**config.mk**
```make
export PLATFORM = sky130hd
export DESIGN_NAME = deadline_sorted_task_queue
export DESIGN_NICKNAME = d
export VERILOG_FILES = /design/src/design/dstq_pkg.sv /design/src/design/deadline_sorted_task_queue.sv /design/src/design/dstq_ram.sv /design/src/design/dstq_alu.sv
export SDC_FILE = /design/constraint.sdc
export NUM_CORES = 1
export LEC_CHECK = 0
export BUFFER_PORTS_ARGS = -buffer_cell sky130_fd_sc_hd__buf_4
export CORE_MARGIN = 2
export CORE_UTILIZATION = 53
export DETAILED_ROUTE_END_ITERATION = 8
export GPL_ROUTABILITY_DRIVEN = 0
export MAX_ROUTING_LAYER = met4
export PLACE_DENSITY = 0.7
export SETUP_SLACK_MARGIN = 0.1
export SYNTH_ARGS = -nofsm -noshare
export SYNTH_HDL_FRONTEND = slang
export SYNTH_SLANG_ARGS = --single-unit
```
**constraint.sdc**
```tcl
create_clock -name clock -period 6.75 [get_ports clock]
set_input_delay 0.675 -clock clock [delete_from_list [all_inputs] [get_ports clock]]
set_output_delay 0.675 -clock clock [all_outputs]
set_load 0.005 [all_outputs]
```
**src/design/dstq_pkg.sv**
```systemverilog
// Shared types and constants for the deadline sorted task queue.
`timescale 1ns / 1ps
package dstq_pkg;

   localparam int KEY_BITS  = 32;
   localparam int PTAG_BITS = 8;
   localparam int MODE_BITS = 2;
   localparam int STAT_BITS = 2;
   localparam int OCC_BITS  = 5;

   localparam logic [MODE_BITS-1:0] MODE_INSERT = 2'd0;
   localparam logic [MODE_BITS-1:0] MODE_POP    = 2'd1;
   localparam logic [MODE_BITS-1:0] MODE_REMOVE = 2'd2;
   localparam logic [MODE_BITS-1:0] MODE_PEEK   = 2'd3;

   localparam logic [STAT_BITS-1:0] STAT_OK       = 2'd0;
   localparam logic [STAT_BITS-1:0] STAT_EMPTY    = 2'd1;
   localparam logic [STAT_BITS-1:0] STAT_FULL     = 2'd2;
   localparam logic [STAT_BITS-1:0] STAT_NOTFOUND = 2'd3;

   typedef enum logic [2:0] {
      ST_IDLE,
      ST_INS_RD,
      ST_INS_EV,
      ST_HEAD_EV,
      ST_SHIFT_RD,
      ST_SHIFT_EV,
      ST_SRCH_RD,
      ST_SRCH_EV
   } state_type;

   typedef struct packed {
      logic key_lt;
      logic tag_eq;
   } cmp_type;

endpackage

```
**src/design/deadline_sorted_task_queue.sv**
```systemverilog
// Top level: earliest-deadline-first sorted task queue with its sequencer.
`timescale 1ns / 1ps
// Entries sit in one RAM in ascending deadline order, head at address 0. A small
// sequencer moves one entry at a time through the RAM's single read port
// (registered read) and the shared compare unit. Insert walks from the tail
// shifting larger-or-equal deadlines up by one; pop shifts the rest down; remove
// searches from the head by tag, then shifts. Insert into a full queue and pop or
// peek on an empty one are answered from idle; else busy stays high meanwhile.
// Each item yields exactly one result, shown for one cycle under rsp_valid;
// the receiver cannot stall it. Occupancy is the entry count after the item.
module deadline_sorted_task_queue #(
   parameter int QUEUE_DEPTH = 16,
   parameter int TAG_BITS    = 8
) (
   input  logic                                 clock,
   input  logic                                 reset,
   input  logic                                 start,
   output logic                                 busy,
   input  logic [dstq_pkg::MODE_BITS-1:0]       req_mode,
   input  logic [dstq_pkg::PTAG_BITS-1:0]       req_entry_tag,
   input  logic [dstq_pkg::KEY_BITS-1:0]        req_entry_key,
   output logic                                 rsp_valid,
   output logic [dstq_pkg::STAT_BITS-1:0]       rsp_status,
   output logic [dstq_pkg::PTAG_BITS-1:0]       rsp_out_tag,
   output logic [dstq_pkg::KEY_BITS-1:0]        rsp_out_key,
   output logic [dstq_pkg::OCC_BITS-1:0]        rsp_occupancy
);

   localparam int IW = $clog2(QUEUE_DEPTH);
   localparam int CW = $clog2(QUEUE_DEPTH + 1);
   localparam int EW = dstq_pkg::KEY_BITS + TAG_BITS;

   dstq_pkg::state_type state_ff, state_in;

   logic [CW-1:0]                    count_ff, count_in;
   logic [CW-1:0]                    idx_ff, idx_in;
   logic                             rsp_valid_ff, rsp_valid_in;
   logic [dstq_pkg::STAT_BITS-1:0]   status_ff, status_in;
   logic [dstq_pkg::MODE_BITS-1:0]   mode_ff, mode_in;
   logic [TAG_BITS-1:0]              tag_ff, tag_in;
   logic [dstq_pkg::KEY_BITS-1:0]    key_ff, key_in;
   logic [TAG_BITS-1:0]              res_tag_ff, res_tag_in;
   logic [dstq_pkg::KEY_BITS-1:0]    res_key_ff, res_key_in;

   logic                             ram_we;
   logic [IW-1:0]                    ram_waddr;
   logic [EW-1:0]                    ram_wdata;
   logic [IW-1:0]                    ram_raddr;
   logic [EW-1:0]                    ram_rdata;
   logic [dstq_pkg::KEY_BITS-1:0]    d_key;
   logic [TAG_BITS-1:0]              d_tag;

   dstq_pkg::cmp_type                flags;
   logic [CW-1:0]                    idx_inc, idx_dec;

   logic [31:0]                      tag_wide;
   logic [31:0]                      cnt_wide;

   assign d_key = ram_rdata[TAG_BITS +: dstq_pkg::KEY_BITS];
   assign d_tag = ram_rdata[TAG_BITS-1:0];

   dstq_ram #(
      .WIDTH(EW),
      .DEPTH(QUEUE_DEPTH)
   ) u_ram (
      .clock   (clock),
      .wr_en   (ram_we),
      .wr_addr (ram_waddr),
      .wr_data (ram_wdata),
      .rd_addr (ram_raddr),
      .rd_data (ram_rdata)
   );

   dstq_alu #(
      .TAG_BITS(TAG_BITS),
      .CNT_BITS(CW)
   ) u_alu (
      .mem_key (d_key),
      .req_key (key_ff),
      .mem_tag (d_tag),
      .req_tag (tag_ff),
      .idx     (idx_ff),
      .flags   (flags),
      .idx_inc (idx_inc),
      .idx_dec (idx_dec)
   );

   always_ff @(posedge clock) begin
      if (reset) begin
         state_ff <= dstq_pkg::ST_IDLE;
      end else begin
         state_ff <= state_in;
      end
   end

   always_ff @(posedge clock) begin
      if (reset) begin
         count_ff     <= '0;
         rsp_valid_ff <= 1'b0;
      end else begin
         count_ff     <= count_in;
         rsp_valid_ff <= rsp_valid_in;
      end
      idx_ff     <= idx_in;
      status_ff  <= status_in;
      mode_ff    <= mode_in;
      tag_ff     <= tag_in;
      key_ff     <= key_in;
      res_tag_ff <= res_tag_in;
      res_key_ff <= res_key_in;
   end

   always_comb begin
      state_in     = state_ff;
      count_in     = count_ff;
      idx_in       = idx_ff;
      rsp_valid_in = 1'b0;
      status_in    = status_ff;
      mode_in      = mode_ff;
      tag_in       = tag_ff;
      key_in       = key_ff;
      res_tag_in   = res_tag_ff;
      res_key_in   = res_key_ff;
      ram_we       = 1'b0;
      ram_waddr    = idx_ff[IW-1:0];
      ram_wdata    = {key_ff, tag_ff};
      ram_raddr    = '0;

      case (state_ff)
         dstq_pkg::ST_IDLE: begin
            if (start) begin
               mode_in    = req_mode;
               tag_in     = TAG_BITS'(req_entry_tag);
               key_in     = req_entry_key;
               res_tag_in = '0;
               res_key_in = '0;
               status_in  = dstq_pkg::STAT_OK;
               case (req_mode)
                  dstq_pkg::MODE_INSERT: begin
                     if (count_ff == CW'(QUEUE_DEPTH)) begin
                        status_in    = dstq_pkg::STAT_FULL;
                        rsp_valid_in = 1'b1;
                     end else begin
                        idx_in   = count_ff;
                        state_in = dstq_pkg::ST_INS_RD;
                     end
                  end
                  dstq_pkg::MODE_POP, dstq_pkg::MODE_PEEK: begin
                     if (count_ff == '0) begin
                        status_in    = dstq_pkg::STAT_EMPTY;
                        rsp_valid_in = 1'b1;
                     end else begin
                        state_in = dstq_pkg::ST_HEAD_EV;
                     end
                  end
                  dstq_pkg::MODE_REMOVE: begin
                     idx_in   = '0;
                     state_in = dstq_pkg::ST_SRCH_RD;
                  end
                  default: begin
                     state_in = dstq_pkg::ST_IDLE;
                  end
               endcase
            end
         end
         dstq_pkg::ST_INS_RD: begin
            if (idx_ff == '0) begin
               ram_we       = 1'b1;
               count_in     = count_ff + CW'(1);
               rsp_valid_in = 1'b1;
               state_in     = dstq_pkg::ST_IDLE;
            end else begin
               ram_raddr = idx_dec[IW-1:0];
               state_in  = dstq_pkg::ST_INS_EV;
            end
         end
         dstq_pkg::ST_INS_EV: begin
            ram_we = 1'b1;
            if (!flags.key_lt) begin
               ram_wdata = ram_rdata;
               idx_in    = idx_dec;
               state_in  = dstq_pkg::ST_INS_RD;
            end else begin
               count_in     = count_ff + CW'(1);
               rsp_valid_in = 1'b1;
               state_in     = dstq_pkg::ST_IDLE;
            end
         end
         dstq_pkg::ST_HEAD_EV: begin
            res_tag_in = d_tag;
            res_key_in = d_key;
            if (mode_ff == dstq_pkg::MODE_PEEK) begin
               rsp_valid_in = 1'b1;
               state_in     = dstq_pkg::ST_IDLE;
            end else begin
               idx_in   = '0;
               state_in = dstq_pkg::ST_SHIFT_RD;
            end
         end
         dstq_pkg::ST_SHIFT_RD: begin
            if (idx_inc >= count_ff) begin
               count_in     = count_ff - CW'(1);
               rsp_valid_in = 1'b1;
               state_in     = dstq_pkg::ST_IDLE;
            end else begin
               ram_raddr = idx_inc[IW-1:0];
               state_in  = dstq_pkg::ST_SHIFT_EV;
            end
         end
         dstq_pkg::ST_SHIFT_EV: begin
            ram_we    = 1'b1;
            ram_wdata = ram_rdata;
            idx_in    = idx_inc;
            state_in  = dstq_pkg::ST_SHIFT_RD;
         end
         dstq_pkg::ST_SRCH_RD: begin
            if (idx_ff == count_ff) begin
               status_in    = dstq_pkg::STAT_NOTFOUND;
               rsp_valid_in = 1'b1;
               state_in     = dstq_pkg::ST_IDLE;
            end else begin
               ram_raddr = idx_ff[IW-1:0];
               state_in  = dstq_pkg::ST_SRCH_EV;
            end
         end
         dstq_pkg::ST_SRCH_EV: begin
            if (flags.tag_eq) begin
               res_tag_in = d_tag;
               res_key_in = d_key;
               state_in   = dstq_pkg::ST_SHIFT_RD;
            end else begin
               idx_in   = idx_inc;
               state_in = dstq_pkg::ST_SRCH_RD;
            end
         end
         default: begin
            state_in = dstq_pkg::ST_IDLE;
         end
      endcase
   end

   assign tag_wide = 32'(res_tag_ff);
   assign cnt_wide = 32'(count_ff);

   assign busy          = (state_ff != dstq_pkg::ST_IDLE);
   assign rsp_valid     = rsp_valid_ff;
   assign rsp_status    = status_ff;
   assign rsp_out_tag   = tag_wide[dstq_pkg::PTAG_BITS-1:0];
   assign rsp_out_key   = res_key_ff;
   assign rsp_occupancy = cnt_wide[dstq_pkg::OCC_BITS-1:0];

   a_count_bound: assert property (@(posedge clock) disable iff (reset)
      count_ff <= CW'(QUEUE_DEPTH))
      else $error("entry count above queue depth");

   a_count_moves_with_rsp: assert property (@(posedge clock) disable iff (reset)
      (!$past(reset) && (count_ff != $past(count_ff))) |-> rsp_valid_ff)
      else $error("entry count changed without a result");

   a_full_status: assert property (@(posedge clock) disable iff (reset)
      (rsp_valid_ff && (status_ff == dstq_pkg::STAT_FULL)) |-> (count_ff == CW'(QUEUE_DEPTH)))
      else $error("full status with free room");

   a_empty_status: assert property (@(posedge clock) disable iff (reset)
      (rsp_valid_ff && (status_ff == dstq_pkg::STAT_EMPTY)) |-> (count_ff == '0))
      else $error("empty status with entries held");

   a_no_idle_write: assert property (@(posedge clock) disable iff (reset)
      ram_we |-> (state_ff != dstq_pkg::ST_IDLE))
      else $error("store written while idle");

endmodule

```
**src/design/dstq_ram.sv**
```systemverilog
// Generic single-write, single-read RAM with registered read data.
`timescale 1ns / 1ps
module dstq_ram #(
   parameter int WIDTH = 40,
   parameter int DEPTH = 16
) (
   input  logic                     clock,
   input  logic                     wr_en,
   input  logic [$clog2(DEPTH)-1:0] wr_addr,
   input  logic [WIDTH-1:0]         wr_data,
   input  logic [$clog2(DEPTH)-1:0] rd_addr,
   output logic [WIDTH-1:0]         rd_data
);

   logic [WIDTH-1:0] mem [DEPTH];
   logic [WIDTH-1:0] rd_data_ff;

   always_ff @(posedge clock) begin
      if (wr_en) begin
         mem[wr_addr] <= wr_data;
      end
      rd_data_ff <= mem[rd_addr];
   end

   assign rd_data = rd_data_ff;

endmodule

```
**src/design/dstq_alu.sv**
```systemverilog
// Shared compare and index step unit used by the queue sequencer.
`timescale 1ns / 1ps
module dstq_alu #(
   parameter int TAG_BITS = 8,
   parameter int CNT_BITS = 5
) (
   input  logic [dstq_pkg::KEY_BITS-1:0] mem_key,
   input  logic [dstq_pkg::KEY_BITS-1:0] req_key,
   input  logic [TAG_BITS-1:0]           mem_tag,
   input  logic [TAG_BITS-1:0]           req_tag,
   input  logic [CNT_BITS-1:0]           idx,
   output dstq_pkg::cmp_type             flags,
   output logic [CNT_BITS-1:0]           idx_inc,
   output logic [CNT_BITS-1:0]           idx_dec
);

   always_comb begin
      flags.key_lt = (mem_key < req_key);
      flags.tag_eq = (mem_tag == req_tag);
   end

   assign idx_inc = idx + CNT_BITS'(1);
   assign idx_dec = idx - CNT_BITS'(1);

endmodule

```
After elaboration in Yosys (flattened, before gate mapping)
Memory sizes are Yosys's and may differ from the RTL's. A register that Yosys moved wholly into a read port is not among the register bits.
Cells that the tools add are included.

storage, ports and cells
  register bits after elaboration = 98
  RAM bits = 640
  bits of input ports = 45
  output and inout port bits = 49
  logic and storage cells = 113
  memories kept = 1

memory list
  memory     words  width  rd ports  clocked after Yosys merged registers in  wr ports  line            source
  u_ram.mem  16     40     1         1                                        1         dstq_ram.sv:15  logic [WIDTH-1:0] mem [DEPTH];

operators by class
  add/subtract/negate cells = 4
  magnitude comparators = 2
  equal/unequal tests = 26
  muxes and demuxes = 53
  reductions and logical operators = 17

operator list
  kind                 number
  $pmux 32 s3          1
  $pmux 40 s2          1
  $mux 32              2
  $mux 40              1
  $mux 5               8
  $lt 32x32->1         1
  $pmux 5 s5           1
  $pmux 3 s8           1
  $pmux 8 s3           1
  $mux 3               6
  $ne 2x2->1 const B   9
  $mux 8               2
  $pmux 5 s3           1
  $eq 3x3->1 const B   4
  $mux 1               12
  $mux 4               3
  $pmux 4 s3           1
  $add 5x1->5 const B  2
  $logic_not 5->1      2
  $mux 2               5
  $pmux 5 s2           1
  $sub 5x1->5 const B  2
  $pmux 3 s3           1
  $reduce_and 3->1     3
  22 further kinds     31

Longest topological paths before layout
  depth in word-level cells = 5
  gate-level depth with buffers = 16

Modules after synthesis
From an unflattened synthesis, not the netlist that was laid out.

unflattened totals
  cells, all modules = 1532
  area, all modules = 30773.3 um^2

modules (own cells, without submodules)
  module                      instances  cells an instance  area an instance (um^2)  sequential area each (um^2)
  dstq_ram                    1          1040               25131.6                  20019.2
  deadline_sorted_task_queue  1          353                4643.2                   2852.7
  dstq_alu                    1          139                998.5                    0.0

Worst setup path before layout
No wires, ideal clock.

  kind = flip-flop to flip-flop
  from = register idx_ff[0]
  to = memory u_ram.mem[0][0] (enable)
  library setup time = 0.487 ns
  arrival = 4.469 ns
  required time = 6.263 ns
  setup slack = 1.794 ns
  cell stages (with the launch flop) = 8
  path buffers = 0
  period minus slack after synthesis = 4.956 ns
  path through = edfxtp_1 > inv_1 > ha_1 > nor4b_4 > nor2_1 > o21ai_0 > nand2_1 > nor3_1

on the way
  cells in the longest elaborated chain, start to end = 5

RTL lines
  element                       line                               source
  start, declared               deadline_sorted_task_queue.sv:36   logic [CW-1:0] idx_ff, idx_in;
  start signal, assigned        deadline_sorted_task_queue.sv:104  idx_ff <= idx_in;
  $logic_not 5->1               deadline_sorted_task_queue.sv:167  if (idx_ff == '0) begin
  $mux 1                        deadline_sorted_task_queue.sv:167
  $pmux 1 s2                    deadline_sorted_task_queue.sv:129  case (state_ff)
  $mux 1                        dstq_ram.sv:19                     if (wr_en) begin
  $mux 1 (not written as such)  dstq_ram.sv:20                     mem[wr_addr] <= wr_data;
  end, declared                 dstq_ram.sv:15

Several ways; a longest one is shown, not always the timed one.

Worst setup path in the final report
  from = register idx_ff[2]
  to = register u_ram.rd_data_ff[6], in the netlist u_ram.rd_data[6], read port of u_ram.mem

on the way
  cells in the longest elaborated chain, start to end = 4
  elaborated cells between the ends (all ways) = 9

RTL lines
  element         line                               source
  $add 5x1->5     dstq_alu.sv:22                     assign idx_inc = idx + CNT_BITS'(1);
  $ge 5x5->1      deadline_sorted_task_queue.sv:201  if (idx_inc >= count_ff) begin
  $mux 4          deadline_sorted_task_queue.sv:201
  $pmux 4 s3 (*)  deadline_sorted_task_queue.sv:129
  end, declared   dstq_ram.sv:16                     logic [WIDTH-1:0] rd_data_ff;

Mark *: on every way between the ends. The rest lies on a longest branch, timed or not.
A chain may end at the register's enable or synchronous reset.

==> flow_results.org <==
** Global route
- Across every metal layer, demand over resource in global routing totals 0.259.
- Antenna violations before repair :: 0
- In the global route stage, met2 resource usage came out at 0.403.
- Global routing finished with a remaining overflow of 0.
- Via count of the first global-routing pass :: around 19000
- GRT busiest layer :: met2
- The first global-routing pass estimated ~110000 µm of wire.
- Global Route met3 Usage :: 0.0418
- Met1 capacity usage during global routing :: 0.348
- Entering global routing, the biggest net connects 114 pins.

** Placement
- The wire-length estimate of the detail-placed layout is 39900 µm.
- Input and output buffers added on the ports amount to 93.
- The number of placed instances, taps included, is 3043.
- OpenSTA, run right after detailed placement, puts the worst setup slack at 2240 ps.
- Once placement finished, the instance area stood at about 33000 µm².

** Finish
- Total number of nets in the final design :: approximately 2400
- For this run, the share of the core covered by cells in the final layout is 0.604.
- Antenna fix cells :: 0
- Final cell count without fillers :: 3192
- P&R area growth vs syn :: 12.8%
- Design Area, Final :: approximately 36000 µm²
- Fraction of final layout cells with drive strength greater than 1 :: 0.134

** Floorplan
- Floorplan die area :: 61500 µm²
- Number of core rows :: 89
- From bottom edge to top edge, the die measures approximately 250 µm.
- Pin placement for this block handled 94 I/O pins.
- Placeable Area :: approximately 59000 µm²
- Die outline width :: 248 µm
- For this configuration, the core starts out at a cell density of 0.535.

** Critical path
- In this run the worst setup path terminates at u_ram.rd_data[6].
- Reg-to-Reg Start :: idx_ff[2]
- Setup slack on the worst flop-to-flop path :: 2170 ps
- Capture point of the worst reg-to-reg path :: u_ram.rd_data[6]
- For the worst setup path, the data required time is 7220 ps.
- Endpoint kind of the worst setup timing path :: flip-flop
- Worst setup path startpoint :: idx_ff[2]
- R2R cell count :: 11
- The worst setup path is launched from a flip-flop.
- CP Class :: reg2reg
- Along the worst path, the maximum fanout reaches 67.
- Data arrives at the worst endpoint at 5050 ps.

** Timing
- Skew final :: ~25 ps
- Share of the cycle needed by the critical path after routing :: 0.678
- In this run the tightest slew margin relative to its limit is 0.208.
- In the final timing run, aggregate negative setup slack is 0 ps.
- Worst slew pin tran :: around 1200 ps
- Setup repair after global routing left no endpoint under its margin.
- Pins over their slew limit :: 0
- Timing would allow up to around 0.22 GHz.
- Endpoints failing setup :: 0
- Setup slack after layout :: roughly 2200 ps
- Final count of hold timing violations :: 0
- Post-layout minimum cycle time :: 4580 ps
- Hold timing on the final database bottoms out at a slack of 231 ps.

** Synth
- By area the synthesized netlist is led by edfxtp_1, nand2_1, nand3_1.
- Asr flop ratio synth :: 0
- By count the netlist is led by edfxtp_1, nand2_1, nand3_1.
- The synthesized netlist contains 62 unique library cells.
- Most used standard cell by instance count after synthesis :: edfxtp_1
- Post-synth top flop :: edfxtp_1
- Synthesis handed over a netlist of 2276 instances.
- Biggest area consumer among synthesized cells :: edfxtp_1
- During synthesis, Yosys emitted a total of 0 warnings.
- When the netlist entered floorplanning its net count stood at 2366.
- The share of the Yosys chip area taken by registers is 0.725.
- Mapped cell area :: 31500 µm²
- Seq cells post-synth :: 778
- The share of synthesized area in the top cell type comes to 0.694.
- EDFF count, synth :: between 700 and 800
- Avg Cell Area, Syn :: 13.9 µm²

** Drt
- Via-to-Cell Ratio :: 6.02
- Initial DRC count :: about 2300
- The routed layout has between 15000 and 20000 vias.
- Routed wire length per instance :: 24.0 µm
- Once detail routing completed, the nets flagged for antenna violations numbered 0.
- Wires add up to 76600 µm.
- First drt pass iteration count :: 5
- After detailed routing, the number of remaining DRC violations is 0.

** CTS
- TritonCTS created 80 clock buffers.
- Clock-pin slew was measured on the worst setup and hold paths at 70 ps.
- The number of hold buffers added after CTS was 0.
- Longest Clk Path Bufs :: 3
- The clock net in this run drives a total of 778 sinks.
- CTS tree :: done
- The clock tree synthesis step divided the H-tree into 3 levels.
- CTS resizes :: 0
- Buffers inserted during post-CTS setup optimization :: 0
- Clock latency at the later pin of the worst-skew pair :: 620 ps
- Root cell of the clock tree :: clkbuf_16

** Power and ir drop
- For this design the static power due to leakage is approximately 13 nW.
- Fraction of power consumed by the clock network :: 0.277
- Of the total power, the share spent switching nets is 0.342.
- Internal power comes to 10.4 mW.
- Power after layout :: ~16 mW
- Part of the power in combinational logic :: 0.296
- IR analysis of the VDD net gives a maximum drop of 0.000370 V.
- Of the total power, registers draw 0.427.
- Net switching power figure :: between 5 and 6 mW
- Power spread over the standard cell area amounts to 445 nW/µm².

** Run
- Max-cap violations in this run came to 0.

** Status
- The flow ran to the end, and the final reports show no timing, DRC or antenna violations.

** Hold path
- Class of the tightest hold or removal check :: in2reg
[logic make-up (layout without fill, tap and decap cells)]
family                   Yosys count  after routing  share of synthesized area
AO/OA/AOI/OAI                    158            158                     0.0354
XOR/XNOR                          21             21                    0.00583
adder cells (fa/ha/maj)           45             45                     0.0181
buffers and inverters            180            323                     0.0292
flip-flops                       778            778                      0.725
multiplexers                     144            144                     0.0510
AND/OR/NAND/NOR                  950            950                      0.135
[worst min path at each step]
stage	cells after the start	from	slack, ps	to
global placement	4	u_ram.mem[2][18]	590	u_ram.rd_data[18]
CTS	1	req_entry_key[22]	210	key_ff[22]
finish	1	req_entry_key[8]	230	key_ff[8]
detailed placement	1	u_ram.rd_data[33]	590	rsp_out_key[25]
floorplan	1	u_ram.rd_data[8]	550	rsp_out_key[0]
global route	1	req_entry_key[27]	210	key_ff[27]
[routing by layer]
metal,wire length [µm],up-vias
li1,-,8594
met1,31000,9564
met2,36400,913
met3,7180,148
met4,2050,0
met5,0,-
[power groups by stage]
stage                     registers [mW]  logic (mW)  clock network, mW
final                               6.76        4.68               4.38
after global routing                6.79        5.12               4.61
after CTS                           6.74        4.66               4.42
after detailed placement            6.84        4.63                  0
after global placement              6.82        4.50                  0
after floorplan                     6.60        3.26                  0
[flip-flops by register name, summed over array words and instances (netlist names)]
signal and flops:
rsp_occupancy 5, rsp_valid 1, rsp_status 2, rsp_out_key 32
tag_ff 8, state_ff 3, u_ram.rd_data 40, mode_ff 2
u_ram.mem 640, idx_ff 5, rsp_out_tag 8, key_ff 32
[cell type report]
class,instances,area [µm²]
tap,773,967
inverter,47,176
fill,4313,23300
clock inverter,38,382
timing repair buffer,127,1000
sequential,778,22900
clock buffer,111,2230
multi-input combinational,1318,7950
[placed cells by master, fill, tap and decap left out, types with 11 or more instances in the layout]
cell type / synthesis / final
clkinv_2: 0 / 11
buf_4: 22 / 123
inv_1: 47 / 45
nor2_4: 0 / 14
xor2_1: 14 / 14
edfxtp_1: 729 / 729
nand4_1: 68 / 68
o22ai_1: 11 / 11
nand2_1: 476 / 476
dfxtp_1: 49 / 47
a32oi_1: 31 / 31
o21ai_0: 28 / 28
ha_1: 44 / 44
clkbuf_1: 56 / 24
clkbuf_16: 0 / 84
and3_1: 41 / 40
mux2_2: 40 / 40
a21o_1: 19 / 18
mux2i_1: 95 / 95
nor2_1: 89 / 75
a31oi_1: 12 / 12
clkinv_1: 0 / 12
a21oi_1: 17 / 16
nand3_1: 239 / 239
[critical path, stage by stage, from the launching register on]
cell and delay, ps:
edfxtp_1 820, nand3_1 170, xnor2_1 200, ha_1 240, nor3b_2 400, inv_1 90, o22ai_1 350, a221o_4 870
buf_4 580, mux4_1 360, o221ai_1 200, o22ai_1 120
(Power assumes the default switching activity.)
